===== src/hw/rtl/hafp_pkg.sv =====
`timescale 1ns / 1ps
// ----------------------------------------------------------------------------
// hafp_pkg
// shared widths, codes and the broadcast command bundle of the hole allocator
// ----------------------------------------------------------------------------
package hafp_pkg;

  localparam int DEF_MAX_HOLES = 32;

  localparam int MODE_W   = 2;
  localparam int SLOT_W   = 5;
  localparam int SIZE_W   = 16;
  localparam int POL_W    = 2;
  localparam int HIU_W    = 6;
  localparam int CHOSEN_W = 5;
  localparam int TOTAL_W  = 21;

  localparam int S_TDATA_W = 24;
  localparam int S_TUSER_W = 2;
  localparam int M_TDATA_W = 48;

  localparam logic [TOTAL_W-1:0] SUM_MAX = {TOTAL_W{1'b1}};

  localparam logic [MODE_W-1:0] MODE_LOAD    = 2'd0;
  localparam logic [MODE_W-1:0] MODE_CLEAR   = 2'd1;
  localparam logic [MODE_W-1:0] MODE_REQUEST = 2'd2;

  localparam logic [POL_W-1:0] POL_FIRST = 2'd0;
  localparam logic [POL_W-1:0] POL_BEST  = 2'd1;
  localparam logic [POL_W-1:0] POL_WORST = 2'd2;

  localparam logic CFG_FIT_POLICY   = 1'b0;
  localparam logic CFG_HOLES_IN_USE = 1'b1;

  // broadcast from the controller to every cell
  typedef struct packed {
    logic              load;
    logic              clear;
    logic [SLOT_W-1:0] slot;
    logic [SIZE_W-1:0] size;
    logic [SIZE_W-1:0] want;
    logic [POL_W-1:0]  policy;
    logic [HIU_W-1:0]  holes_in_use;
  } cmd_t;

endpackage


===== src/hw/rtl/hole_allocator_fit_policy.sv =====
`timescale 1ns / 1ps
// ----------------------------------------------------------------------------
// hole_allocator_fit_policy
// hole table with used marks, placing requests by first, best or worst fit
// ----------------------------------------------------------------------------
//
//  channel | dir | handshake               | payload
//  --------+-----+-------------------------+--------------------------------
//  s       | in  | s_tvalid_i / s_tready_o | tdata: slot, size; tuser: mode
//  m       | out | m_tvalid_o / m_tready_i | tdata: granted, hole, left, total
//  cfg     | in  | cfg_we_i                | cfg_addr_i, cfg_wdata_i
//
//  load and clear words act when accepted; a request runs through the accept,
//  a scan while the candidate walks the registered cell chain, and a commit
//  that marks the hole used and fills the output register
//  reset clears used marks, the leftover total, config and control state;
//  hole sizes hold garbage until loaded
//  a request finishing while the output register is still full waits in the
//  commit state until m_tready_i frees it
// ----------------------------------------------------------------------------
module hole_allocator_fit_policy #(
  parameter int MAX_HOLES = hafp_pkg::DEF_MAX_HOLES
) (
  input  logic                           clk_i,
  input  logic                           rst_ni,
  // slot[4:0], item_size[20:5], zero pad
  input  logic [hafp_pkg::S_TDATA_W-1:0] s_tdata_i,
  // mode[1:0]
  input  logic [hafp_pkg::S_TUSER_W-1:0] s_tuser_i,
  input  logic                           s_tvalid_i,
  output logic                           s_tready_o,
  // granted[0], chosen_hole[5:1], leftover[21:6], total_leftover[42:22], pad
  output logic [hafp_pkg::M_TDATA_W-1:0] m_tdata_o,
  output logic                           m_tvalid_o,
  input  logic                           m_tready_i,
  input  logic                           cfg_we_i,
  input  logic                           cfg_addr_i,
  input  logic [hafp_pkg::HIU_W-1:0]     cfg_wdata_i
);
  import hafp_pkg::*;

  localparam int IDX_W = $clog2(MAX_HOLES);
  localparam int CNT_W = $clog2(MAX_HOLES + 1);
  localparam logic [CNT_W-1:0] LAST_CNT = CNT_W'(MAX_HOLES - 1);
  localparam int OUT_PAD_W = M_TDATA_W - 1 - CHOSEN_W - SIZE_W - TOTAL_W;

  localparam logic [1:0] ST_IDLE   = 2'd0;
  localparam logic [1:0] ST_SCAN   = 2'd1;
  localparam logic [1:0] ST_COMMIT = 2'd2;

  logic [1:0]         state_q, state_d;
  logic [CNT_W-1:0]   cnt_q;
  logic [POL_W-1:0]   policy_q;
  logic [HIU_W-1:0]   hiu_q;
  logic [SIZE_W-1:0]  want_q;
  logic [TOTAL_W-1:0] sum_q;
  logic               out_valid_q;
  logic [M_TDATA_W-1:0] out_data_q;

  logic [MODE_W-1:0]  in_mode;
  logic [SLOT_W-1:0]  in_slot;
  logic [SIZE_W-1:0]  in_size;
  logic               in_acc;
  logic               commit;
  cmd_t               cmd;

  // candidate chain, entry 0 is the empty head, entry MAX_HOLES the tail
  logic               ch_found [MAX_HOLES+1];
  logic [IDX_W-1:0]   ch_idx   [MAX_HOLES+1];
  logic [SIZE_W-1:0]  ch_size  [MAX_HOLES+1];

  logic [SIZE_W-1:0]  left;
  logic [TOTAL_W:0]   sum_wide;
  logic [TOTAL_W-1:0] sum_next;
  logic [CHOSEN_W-1:0] chosen;

  assign in_mode = s_tuser_i[MODE_W-1:0];
  assign in_slot = s_tdata_i[SLOT_W-1:0];
  assign in_size = s_tdata_i[SLOT_W +: SIZE_W];

  assign s_tready_o = (state_q == ST_IDLE);
  assign in_acc     = s_tvalid_i && s_tready_o;
  // commit when the output register is free or being emptied now
  assign commit     = (state_q == ST_COMMIT) && (!out_valid_q || m_tready_i);

  // config registers; the user must write them only while idle, the block itself does not enforce it
  always_ff @(posedge clk_i or negedge rst_ni) begin
    if (!rst_ni) begin
      policy_q <= POL_FIRST;
      hiu_q    <= '0;
    end else if (cfg_we_i) begin
      case (cfg_addr_i)
        CFG_FIT_POLICY:   policy_q <= cfg_wdata_i[POL_W-1:0];
        CFG_HOLES_IN_USE: hiu_q    <= cfg_wdata_i;
        default:          ;
      endcase
    end
  end

  always_comb begin
    cmd.load         = in_acc && (in_mode == MODE_LOAD);
    cmd.clear        = in_acc && (in_mode == MODE_CLEAR);
    cmd.slot         = in_slot;
    cmd.size         = in_size;
    cmd.want         = want_q;
    cmd.policy       = policy_q;
    cmd.holes_in_use = hiu_q;
  end

  // request size stays put for the whole scan
  always_ff @(posedge clk_i) begin
    if (in_acc && (in_mode == MODE_REQUEST)) begin
      want_q <= in_size;
    end
  end

  assign ch_found[0] = 1'b0;
  assign ch_idx[0]   = '0;
  assign ch_size[0]  = '0;

  for (genvar k = 0; k < MAX_HOLES; k++) begin : g_cell
    hafp_cell #(
      .INDEX (k),
      .IDX_W (IDX_W)
    ) u_cell (
      .clk_i        (clk_i),
      .rst_ni       (rst_ni),
      .cmd_i        (cmd),
      .mark_i       (commit && ch_found[MAX_HOLES]),
      .mark_idx_i   (ch_idx[MAX_HOLES]),
      .cand_found_i (ch_found[k]),
      .cand_idx_i   (ch_idx[k]),
      .cand_size_i  (ch_size[k]),
      .cand_found_o (ch_found[k+1]),
      .cand_idx_o   (ch_idx[k+1]),
      .cand_size_o  (ch_size[k+1])
    );
  end

  // leftover and saturating running total
  assign left     = ch_found[MAX_HOLES] ? (ch_size[MAX_HOLES] - want_q) : '0;
  assign sum_wide = {1'b0, sum_q} + (TOTAL_W+1)'(left);
  assign sum_next = sum_wide[TOTAL_W] ? SUM_MAX : sum_wide[TOTAL_W-1:0];
  assign chosen   = ch_found[MAX_HOLES] ? CHOSEN_W'(ch_idx[MAX_HOLES]) :
                                          {CHOSEN_W{1'b0}};

  always_ff @(posedge clk_i or negedge rst_ni) begin
    if (!rst_ni) begin
      sum_q <= '0;
    end else if (cmd.clear) begin
      sum_q <= '0;
    end else if (commit) begin
      sum_q <= sum_next;
    end
  end

  // sequencer: idle, walk the chain once, commit
  always_comb begin
    state_d = state_q;
    case (state_q)
      ST_IDLE:   if (in_acc && (in_mode == MODE_REQUEST)) state_d = ST_SCAN;
      ST_SCAN:   if (cnt_q == LAST_CNT) state_d = ST_COMMIT;
      ST_COMMIT: if (commit) state_d = ST_IDLE;
      default:   state_d = ST_IDLE;
    endcase
  end

  always_ff @(posedge clk_i or negedge rst_ni) begin
    if (!rst_ni) begin
      state_q <= ST_IDLE;
      cnt_q   <= '0;
    end else begin
      state_q <= state_d;
      if (state_q == ST_SCAN) begin
        cnt_q <= cnt_q + CNT_W'(1);
      end else begin
        cnt_q <= '0;
      end
    end
  end

  // output register
  always_ff @(posedge clk_i or negedge rst_ni) begin
    if (!rst_ni) begin
      out_valid_q <= 1'b0;
    end else if (commit) begin
      out_valid_q <= 1'b1;
    end else if (m_tready_i) begin
      out_valid_q <= 1'b0;
    end
  end

  always_ff @(posedge clk_i) begin
    if (commit) begin
      out_data_q <= {{OUT_PAD_W{1'b0}}, sum_next, left, chosen, ch_found[MAX_HOLES]};
    end
  end

  assign m_tvalid_o = out_valid_q;
  assign m_tdata_o  = out_data_q;

endmodule


===== src/hw/rtl/hafp_cell.sv =====
`timescale 1ns / 1ps
// ----------------------------------------------------------------------------
// hafp_cell
// one hole entry: size, used mark and one stage of the candidate chain
// ----------------------------------------------------------------------------
module hafp_cell #(
  parameter int INDEX = 0,
  parameter int IDX_W = 5
) (
  input  logic                     clk_i,
  input  logic                     rst_ni,
  input  hafp_pkg::cmd_t           cmd_i,
  input  logic                     mark_i,
  input  logic [IDX_W-1:0]         mark_idx_i,
  input  logic                     cand_found_i,
  input  logic [IDX_W-1:0]         cand_idx_i,
  input  logic [hafp_pkg::SIZE_W-1:0] cand_size_i,
  output logic                     cand_found_o,
  output logic [IDX_W-1:0]         cand_idx_o,
  output logic [hafp_pkg::SIZE_W-1:0] cand_size_o
);
  import hafp_pkg::*;

  logic [SIZE_W-1:0] size_q;
  logic              used_q;
  logic              found_q;
  logic [IDX_W-1:0]  idx_q;
  logic [SIZE_W-1:0] csize_q;
  logic              active;
  logic              elig;
  logic              take;

  always_ff @(posedge clk_i) begin
    if (cmd_i.load && (32'(cmd_i.slot) == 32'(INDEX))) begin
      size_q <= cmd_i.size;
    end
  end

  always_ff @(posedge clk_i or negedge rst_ni) begin
    if (!rst_ni) begin
      used_q <= 1'b0;
    end else if (cmd_i.clear) begin
      used_q <= 1'b0;
    end else if (mark_i && (32'(mark_idx_i) == 32'(INDEX))) begin
      used_q <= 1'b1;
    end
  end

  assign active = 32'(cmd_i.holes_in_use) > 32'(INDEX);
  assign elig   = active && !used_q && (size_q >= cmd_i.want);

  // ties keep the earlier (lower index) candidate
  always_comb begin
    take = 1'b0;
    if (elig) begin
      if (!cand_found_i) begin
        take = 1'b1;
      end else begin
        case (cmd_i.policy)
          POL_BEST:  take = size_q < cand_size_i;
          POL_WORST: take = size_q > cand_size_i;
          default:   take = 1'b0;
        endcase
      end
    end
  end

  always_ff @(posedge clk_i or negedge rst_ni) begin
    if (!rst_ni) begin
      found_q <= 1'b0;
    end else begin
      found_q <= take || cand_found_i;
    end
  end

  always_ff @(posedge clk_i) begin
    if (take) begin
      idx_q   <= IDX_W'(INDEX);
      csize_q <= size_q;
    end else begin
      idx_q   <= cand_idx_i;
      csize_q <= cand_size_i;
    end
  end

  assign cand_found_o = found_q;
  assign cand_idx_o   = idx_q;
  assign cand_size_o  = csize_q;

endmodule


===== config.mk =====
export PLATFORM = sky130hd
export DESIGN_NAME = hole_allocator_fit_policy
export DESIGN_NICKNAME = d
export VERILOG_FILES = /design/src/hw/rtl/hafp_pkg.sv /design/src/hw/rtl/hole_allocator_fit_policy.sv /design/src/hw/rtl/hafp_cell.sv
export SDC_FILE = /design/constraint.sdc
export NUM_CORES = 2
export LEC_CHECK = 0
export ABC_CLOCK_PERIOD_IN_PS = 4900
export BUFFER_PORTS_ARGS = -buffer_cell sky130_fd_sc_hd__buf_2
export CAP_MARGIN = 25
export CORE_ASPECT_RATIO = 1.25
export CORE_MARGIN = 3
export CORE_UTILIZATION = 55
export DETAILED_ROUTE_END_ITERATION = 7
export HOLD_SLACK_MARGIN = 0.08
export PLACE_DENSITY = 0.74
export SLEW_MARGIN = 20
export SYNTH_ARGS = -nofsm -noshare
export SYNTH_HDL_FRONTEND = slang
export SYNTH_SLANG_ARGS = --single-unit

===== constraint.sdc =====
create_clock -name clk_i -period 4.9 [get_ports clk_i]
set_input_delay 0.245 -clock clk_i [delete_from_list [all_inputs] [get_ports clk_i]]
set_output_delay 0.245 -clock clk_i [all_outputs]
set_load 0.05 [all_outputs]

* Word-level counts from Yosys, hierarchy flattened
Cells that the tools add are included.
** Word-level totals
- Register bits after elaboration :: 1314
- Input bits :: 38
- Output and inout port bits :: 50
- Logic and storage cells :: 811
** Cells by class
- $add $sub $neg :: 3
- $lt $le $gt $ge :: 126
- Equal/unequal tests :: 72
- Multiplexer cells :: 201
- Bitwise gates (word level) :: 1
- Reduce and logical (&&, ||, !) cells :: 240
** Operator list (number)
- $ge A16 B16 Y1 :: 32
- $mux W16 :: 32
- $gt A16 B16 Y1 :: 31
- $lt A16 B16 Y1 :: 31
- $eq A5 B5 Y1 const B :: 32
- $logic_and A1 B1 Y1 :: 134
- $mux W1 :: 130
- $gt A6 B5 Y1 const B :: 16
- $eq A5 B4 Y1 const B :: 16
- $reduce_bool A2 Y1 :: 34
- $mux W21 :: 3
- $pmux W1 S2 :: 31
- $gt A6 B4 Y1 const B :: 8
- $eq A5 B3 Y1 const B :: 8
- $logic_not A1 Y1 :: 33
- $logic_or A1 B1 Y1 :: 32
- $gt A6 B3 Y1 const B :: 4
- $add A21 B16 Y22 :: 1
- $eq A5 B2 Y1 const B :: 4
- $sub A16 B16 Y16 :: 1
- $gt A6 B1 Y1 const B :: 2
- $gt A6 B2 Y1 const B :: 2
- $eq A5 B1 Y1 const B :: 2
- $logic_not A5 Y1 :: 2
- other kinds (13) :: 22

* Depth between registers and ports, before layout
- Depth after elaboration :: 7
- Gate-level depth with buffers :: 19
- Gate-level depth less buffers :: 17

* Cells and area by module
A second synthesis with hierarchy kept.
** Unflattened totals
- Cells, all modules :: 9260
- Area total of the unflattened synthesis :: 88788.9 µm²
** By module, submodules not included
- hafp_cell at g_cell[13].u_cell ... :: instances 3, cells each 281, area an instance 2642.5 µm², seq. area each 950.9 µm²
- hafp_cell at g_cell[2].u_cell ... :: instances 2, cells each 287, area an instance 2702.6 µm², seq. area each 950.9 µm²
- hafp_cell at g_cell[22].u_cell ... :: instances 2, cells each 281, area an instance 2643.8 µm², seq. area each 950.9 µm²
- hole_allocator_fit_policy :: instances 1, cells each 483, area an instance 5258.8 µm², seq. area each 2722.6 µm²
- hafp_cell at g_cell[4].u_cell :: instances 1, cells each 287, area an instance 2701.3 µm², seq. area each 950.9 µm²
- hafp_cell at g_cell[1].u_cell :: instances 1, cells each 282, area an instance 2696.3 µm², seq. area each 950.9 µm²
- hafp_cell at g_cell[16].u_cell :: instances 1, cells each 281, area an instance 2688.8 µm², seq. area each 950.9 µm²
- hafp_cell at g_cell[30].u_cell :: instances 1, cells each 281, area an instance 2662.6 µm², seq. area each 950.9 µm²
- hafp_cell at g_cell[9].u_cell :: instances 1, cells each 286, area an instance 2661.3 µm², seq. area each 950.9 µm²
- hafp_cell at g_cell[27].u_cell :: instances 1, cells each 282, area an instance 2660.1 µm², seq. area each 950.9 µm²
- hafp_cell at g_cell[5].u_cell :: instances 1, cells each 285, area an instance 2660.1 µm², seq. area each 950.9 µm²
- hafp_cell at g_cell[23].u_cell :: instances 1, cells each 282, area an instance 2658.8 µm², seq. area each 950.9 µm²
- hafp_cell at g_cell[29].u_cell :: instances 1, cells each 280, area an instance 2658.8 µm², seq. area each 950.9 µm²
- hafp_cell at g_cell[20].u_cell :: instances 1, cells each 282, area an instance 2657.5 µm², seq. area each 950.9 µm²
- 15 more rows

* Worst setup path before layout
OpenSTA, ideal clock, no wires.
- Kind :: reg-to-reg
- From :: register want_q[4]
- To :: register out_data_q[41], in the netlist m_tdata_o[41], data pin
- Library setup time :: 0.260 ns
- Arrival time :: 4.552 ns
- Required time :: 4.640 ns
- Path slack :: 0.088 ns
- Stages on the path, launching flop included :: 16
- Path buffers :: 0
- Period minus slack after synthesis :: 4.812 ns
- Cells stage by stage :: edfxtp_1 -> inv_1 -> ha_1 -> a21oi_1 -> nor3b_1 -> a211oi_1 -> o41ai_1 -> o21ai_0 -> xor2_1 -> and2_1 -> ha_1 -> nand3_1 -> a2111oi_1 -> nor2_1 -> nor2_1 -> mux2_2
** Between the ends
- Longest elaborated chain between the ends :: 4
** Ends and longest elaborated chain
- start, declared :: RTL line hole_allocator_fit_policy.sv:55 : logic [SIZE_W-1:0] want_q;
- start signal, assigned :: RTL line hole_allocator_fit_policy.sv:113 : want_q <= in_size;
- $sub A16 B16 Y16 :: RTL line hole_allocator_fit_policy.sv:141 : assign left = ch_found[MAX_HOLES] ? (ch_size[MAX_HOLES] - want_q) : '0;
- $mux W16 :: RTL line hole_allocator_fit_policy.sv:141
- via left[14] :: RTL line hole_allocator_fit_policy.sv:72 : logic [SIZE_W-1:0] left;
- $add A21 B16 Y22 :: RTL line hole_allocator_fit_policy.sv:142 : assign sum_wide = {1'b0, sum_q} + (TOTAL_W+1)'(left);
- $mux W21 :: RTL line hole_allocator_fit_policy.sv:143 : assign sum_next = sum_wide[TOTAL_W] ? SUM_MAX : sum_wide[TOTAL_W-1:0];
- via sum_next[19] :: RTL line hole_allocator_fit_policy.sv:74 : logic [TOTAL_W-1:0] sum_next;
- end signal, assigned :: RTL line hole_allocator_fit_policy.sv:195 : out_data_q <= {{OUT_PAD_W{1'b0}}, sum_next, left, chosen, ch_found[MAX_HOLES]};
- end, declared :: RTL line hole_allocator_fit_policy.sv:58 : logic [M_TDATA_W-1:0] out_data_q;
The timed path passes the listed nets, and every way through them passes these cells.
A chain may end at the register's enable or synchronous reset.

* Worst setup path in the final report
- From :: register want_q[0]
- To :: register out_data_q[41], in the netlist m_tdata_o[41], data pin
Same word-level chain as after synthesis.

==> results.yml <==
status:
  status: "completed"
worst_setup_path:
  endpoint_kind: "flop"
  cp_slowest_stage_delay_ns: 0.47
  path_class: "flop to flop"
  start_kind: "flop"
  crit_path_max_fanout: 7
  cp_slowest_cell: "a2111oi_2"
  path_cells: "ha_1, fa_1, nor2b_1, o21ai_0, a211oi_1, o41ai_2, o21ai_0, xor2_1, and2_1, ha_1, nand3_1, a2111oi_2, nor2_1, buf_4, nor2_1, mux2_2"
  cp.required_ns: 5.43
  arrival_ns: 5.08
synthesis:
  yosys.area_share.adder_pct: 19.55
  synth_compound_area_share_pct: 9.922
  synth_area_leaders: "edfxtp_1, ha_1, dfxtp_1"
  synthFlopType: "dfxtp_1"
  yosysSeqAreaShare_pct: 48.63
  syn_area_mm2: 0.06690
  synth-xor-area-share_pct: 0.2619
  yosysWarnings: 0
  yosysTopAreaCell: "edfxtp_1"
  netlist.area_leader.share_pct: 25.63
  synthCells: 5737
  synth_cell_type_count: 75
  synth_top_family_by_area: "adder cells"
  avgSynthCellArea_um2: 11.66
  synth_simple_gate_area_share_pct: 8.989
  synth.area.mux_share_pct: 8.817
  synth-edff-count: 571
  synthArstFlopShare_pct: 7.763
  ys_ff_latch: 1314
detailed_routing:
  wl_per_cell_um: 22.95
  drt-initial-drc-count: 3087
  totalWireLength_um: 176600
  viasPerCell: 5.966
  drtPass1Iterations: 7
  vias: 45912
  drc: 0
  final_antenna_net_count: 0
floorplanning:
  die_y_um: 395.9
  num_rows: 142
  die_area_mm2: 0.1259
  die_w_um: 317.9
  start_util_pct: 55.62
  coreArea_mm2: 0.1203
  io_pins: 88
clock_network:
  clock_latency_ns: 0.78
  clk_path_buf_depth: 3
  cts.sinks: 1314
  cts_tree: "built"
  cts_buffers: 137
  cts.reportedPaths.clkPinSlew_ns: 0.06
  root_buffer: "clkbuf_16"
  cts_setup_buffers: 0
  h-tree-depth: 4
place:
  gp_congestion: 0.9293
  port_buffers: 79
  pre_cts_ws_ns: 0.1069
  dp_hpwl_um: 122800
sta:
  finalSetupViolations: 0
  finalHoldViolCount: 0
  min_period_ns: 4.544
  fmax_mhz: 220.0
  rsz0062_at_grt: "false"
  slew_violations: 0
  finalClockSkew_ns: 0.02859
  worst_pin_slew_ns: 1.091
  finalCritPeriodShare_pct: 92.74
  worst_slack_ns: 0.3556
  slew_headroom_pct: 27.25
  final.setup.tns_ns: 0
power_and_ir_drop:
  p_leak_uw: 0.03267
  clockPowerShare_pct: 31.3
  cellPowerDensity_mw_per_mm2: 458.3
  pwr-share-seq_pct: 43.8
  p_total_uw: 34280
  ir_worst_vdd_uv: 411.2
  combPwrFrac_pct: 24.9
  switching_share_pct: 29.68
  p_switching_uw: 10180
  p_int_uw: 24100
finish:
  drive_gt1_share_pct: 16.70
  fill_cells: 9227
  syn2layout_area_growth_pct: 11.81
  fin_nets: 7072
  final_core_util_pct: 62.18
grt:
  grt_usage_pct: 27.81
  grt_pass1_wl_um: 268700
  grt_pass1_vias: 47246
  grt_max_degree: 68
  grt_overflow: 0
  antenna_found_initial: 9
min_path:
  min_path_type: "primary input to async pin"
job:
  maxCapViolCount: 0
## path summary, 6_finish.rpt
kind                            cells after the start  slack [ns]                               to                             from
worst max-delay path                               16        0.36                    m_tdata_o[41]                        want_q[0]
worst min-delay path                                2        0.11                         sum_q[1]                           rst_ni
worst max register to register                     16        0.36                    m_tdata_o[41]                        want_q[0]
worst min register to register                      1        0.39  g_cell[31].u_cell.cand_idx_o[1]  g_cell[30].u_cell.cand_idx_o[1]
max in group asynchronous                           3        3.58          g_cell[6].u_cell.used_q                           rst_ni
min in group clk_i                                  4        0.12                        sum_q[14]                     s_tuser_i[0]
## flip-flops by register name (all words and copies together), names as in the netlist
name	cells
sum_q	21
cnt_q	6
g_cell.u_cell.cand_size_o	512
g_cell.u_cell.cand_found_o	32
hiu_q	6
policy_q	2
m_tvalid_o	1
g_cell.u_cell.used_q	32
g_cell.u_cell.cand_idx_o	129
state_q	2
want_q	16
m_tdata_o	43
g_cell.u_cell.size_q	512
## per-layer routing
layer / wire (um) / vias to the layer above / global-route usage (%)
li1: - / 21565 / -
met1: 70900 / 22262 / 33.52
met2: 84800 / 1576 / 47.96
met3: 10720 / 503 / 4.309
met4: 10150 / 6 / 14.75
met5: 45 / - / 0
## final cells by class
| cell class | count | area [um^2] | share of cell area, % |
|---|---|---|---|
| Sequential cell | 1314 | 32530 | 43.49 |
| Multi-Input combinational cell | 3775 | 31930 | 42.68 |
| Clock buffer | 194 | 4100 | 5.482 |
| Inverter | 545 | 2046 | 2.735 |
| Tap cell | 1584 | 1982 | 2.650 |
| Timing Repair Buffer | 217 | 1582 | 2.114 |
| Clock inverter | 62 | 618.1 | 0.8264 |
| Antenna cell | 4 | 10.01 | 0.01338 |
## cell usage in the layout (no fill, tap or decap), types with 88 or more instances in the layout
| master | Yosys | final |
|---|---|---|
| ha_1 | 1042 | 1041 |
| dfxtp_1 | 641 | 641 |
| edfxtp_1 | 571 | 571 |
| inv_1 | 544 | 528 |
| mux2_2 | 486 | 486 |
| a21oi_1 | 388 | 388 |
| nand2_1 | 272 | 272 |
| o21ai_0 | 191 | 191 |
| nor2_1 | 184 | 184 |
| clkbuf_16 | 0 | 151 |
| nand4_1 | 136 | 136 |
| a21o_1 | 134 | 134 |
| buf_4 | 7 | 111 |
| dfrtp_1 | 102 | 102 |
| nor2b_1 | 88 | 88 |
## power groups by stage
stage	sequential, uW	combinational (uW)	clock [uW]
floorplan	14600	6200	0
global placement	15200	8010	0
detailed placement	15200	8320	0
CTS	15000	8490	10900
global route	15200	9550	11300
finish	15000	8530	10700
## worst max-delay path: cells and delay by family (launching register included)
kind	cells	cell delay (ns)
fa+ha+maj	3	1.05
xor+xnor	1	0.08
buf+inv	1	0.18
mux	1	0.35
simple gates	5	0.80
flops	1	0.39
compound gates	5	1.47
## Yosys cell counts, drive strengths merged (52+ instances only)
cell type and instances:
ha 1042, dfxtp 641, edfxtp 571, inv 544, mux2 501, a21oi 388
nand2 272, o21ai 192, nor2 184, nand4 136, a21o 134, dfrtp 102
nor2b 88, nand2b 83, nand3 74, o211ai 61, or2 60, buf 58
and2 52
## through the flow
step           instances  hold WS [ns]  area (um^2)
2_1_floorplan       5741      -0.05059        66910
3_3_place_gp        7411        0.3769        69760
3_5_place_dp        7414        0.3770        69840
4_1_cts             7690       0.08124        74760
5_1_grt             7692        0.1264        74790
6_report            7695        0.1104        74790
## timing repair
item,in CTS,in global routing
setup endpoints to repair,0,42
hold buffers,20,0
endpoints found under the hold margin,110,0
resized for setup,0,3
## kinds of logic (layout without fill, tap and decap cells)
| kind of cell | after synthesis | after routing |
|---|---|---|
| buf+inv | 652 | 1018 |
| mux | 521 | 521 |
| xor+xnor | 20 | 20 |
| flops | 1314 | 1314 |
| fa+ha+maj | 1044 | 1044 |
| simple gates | 1130 | 1130 |
| compound gates | 1055 | 1055 |
| other cells | 1 | 9 |
(Power assumes the default switching activity.)
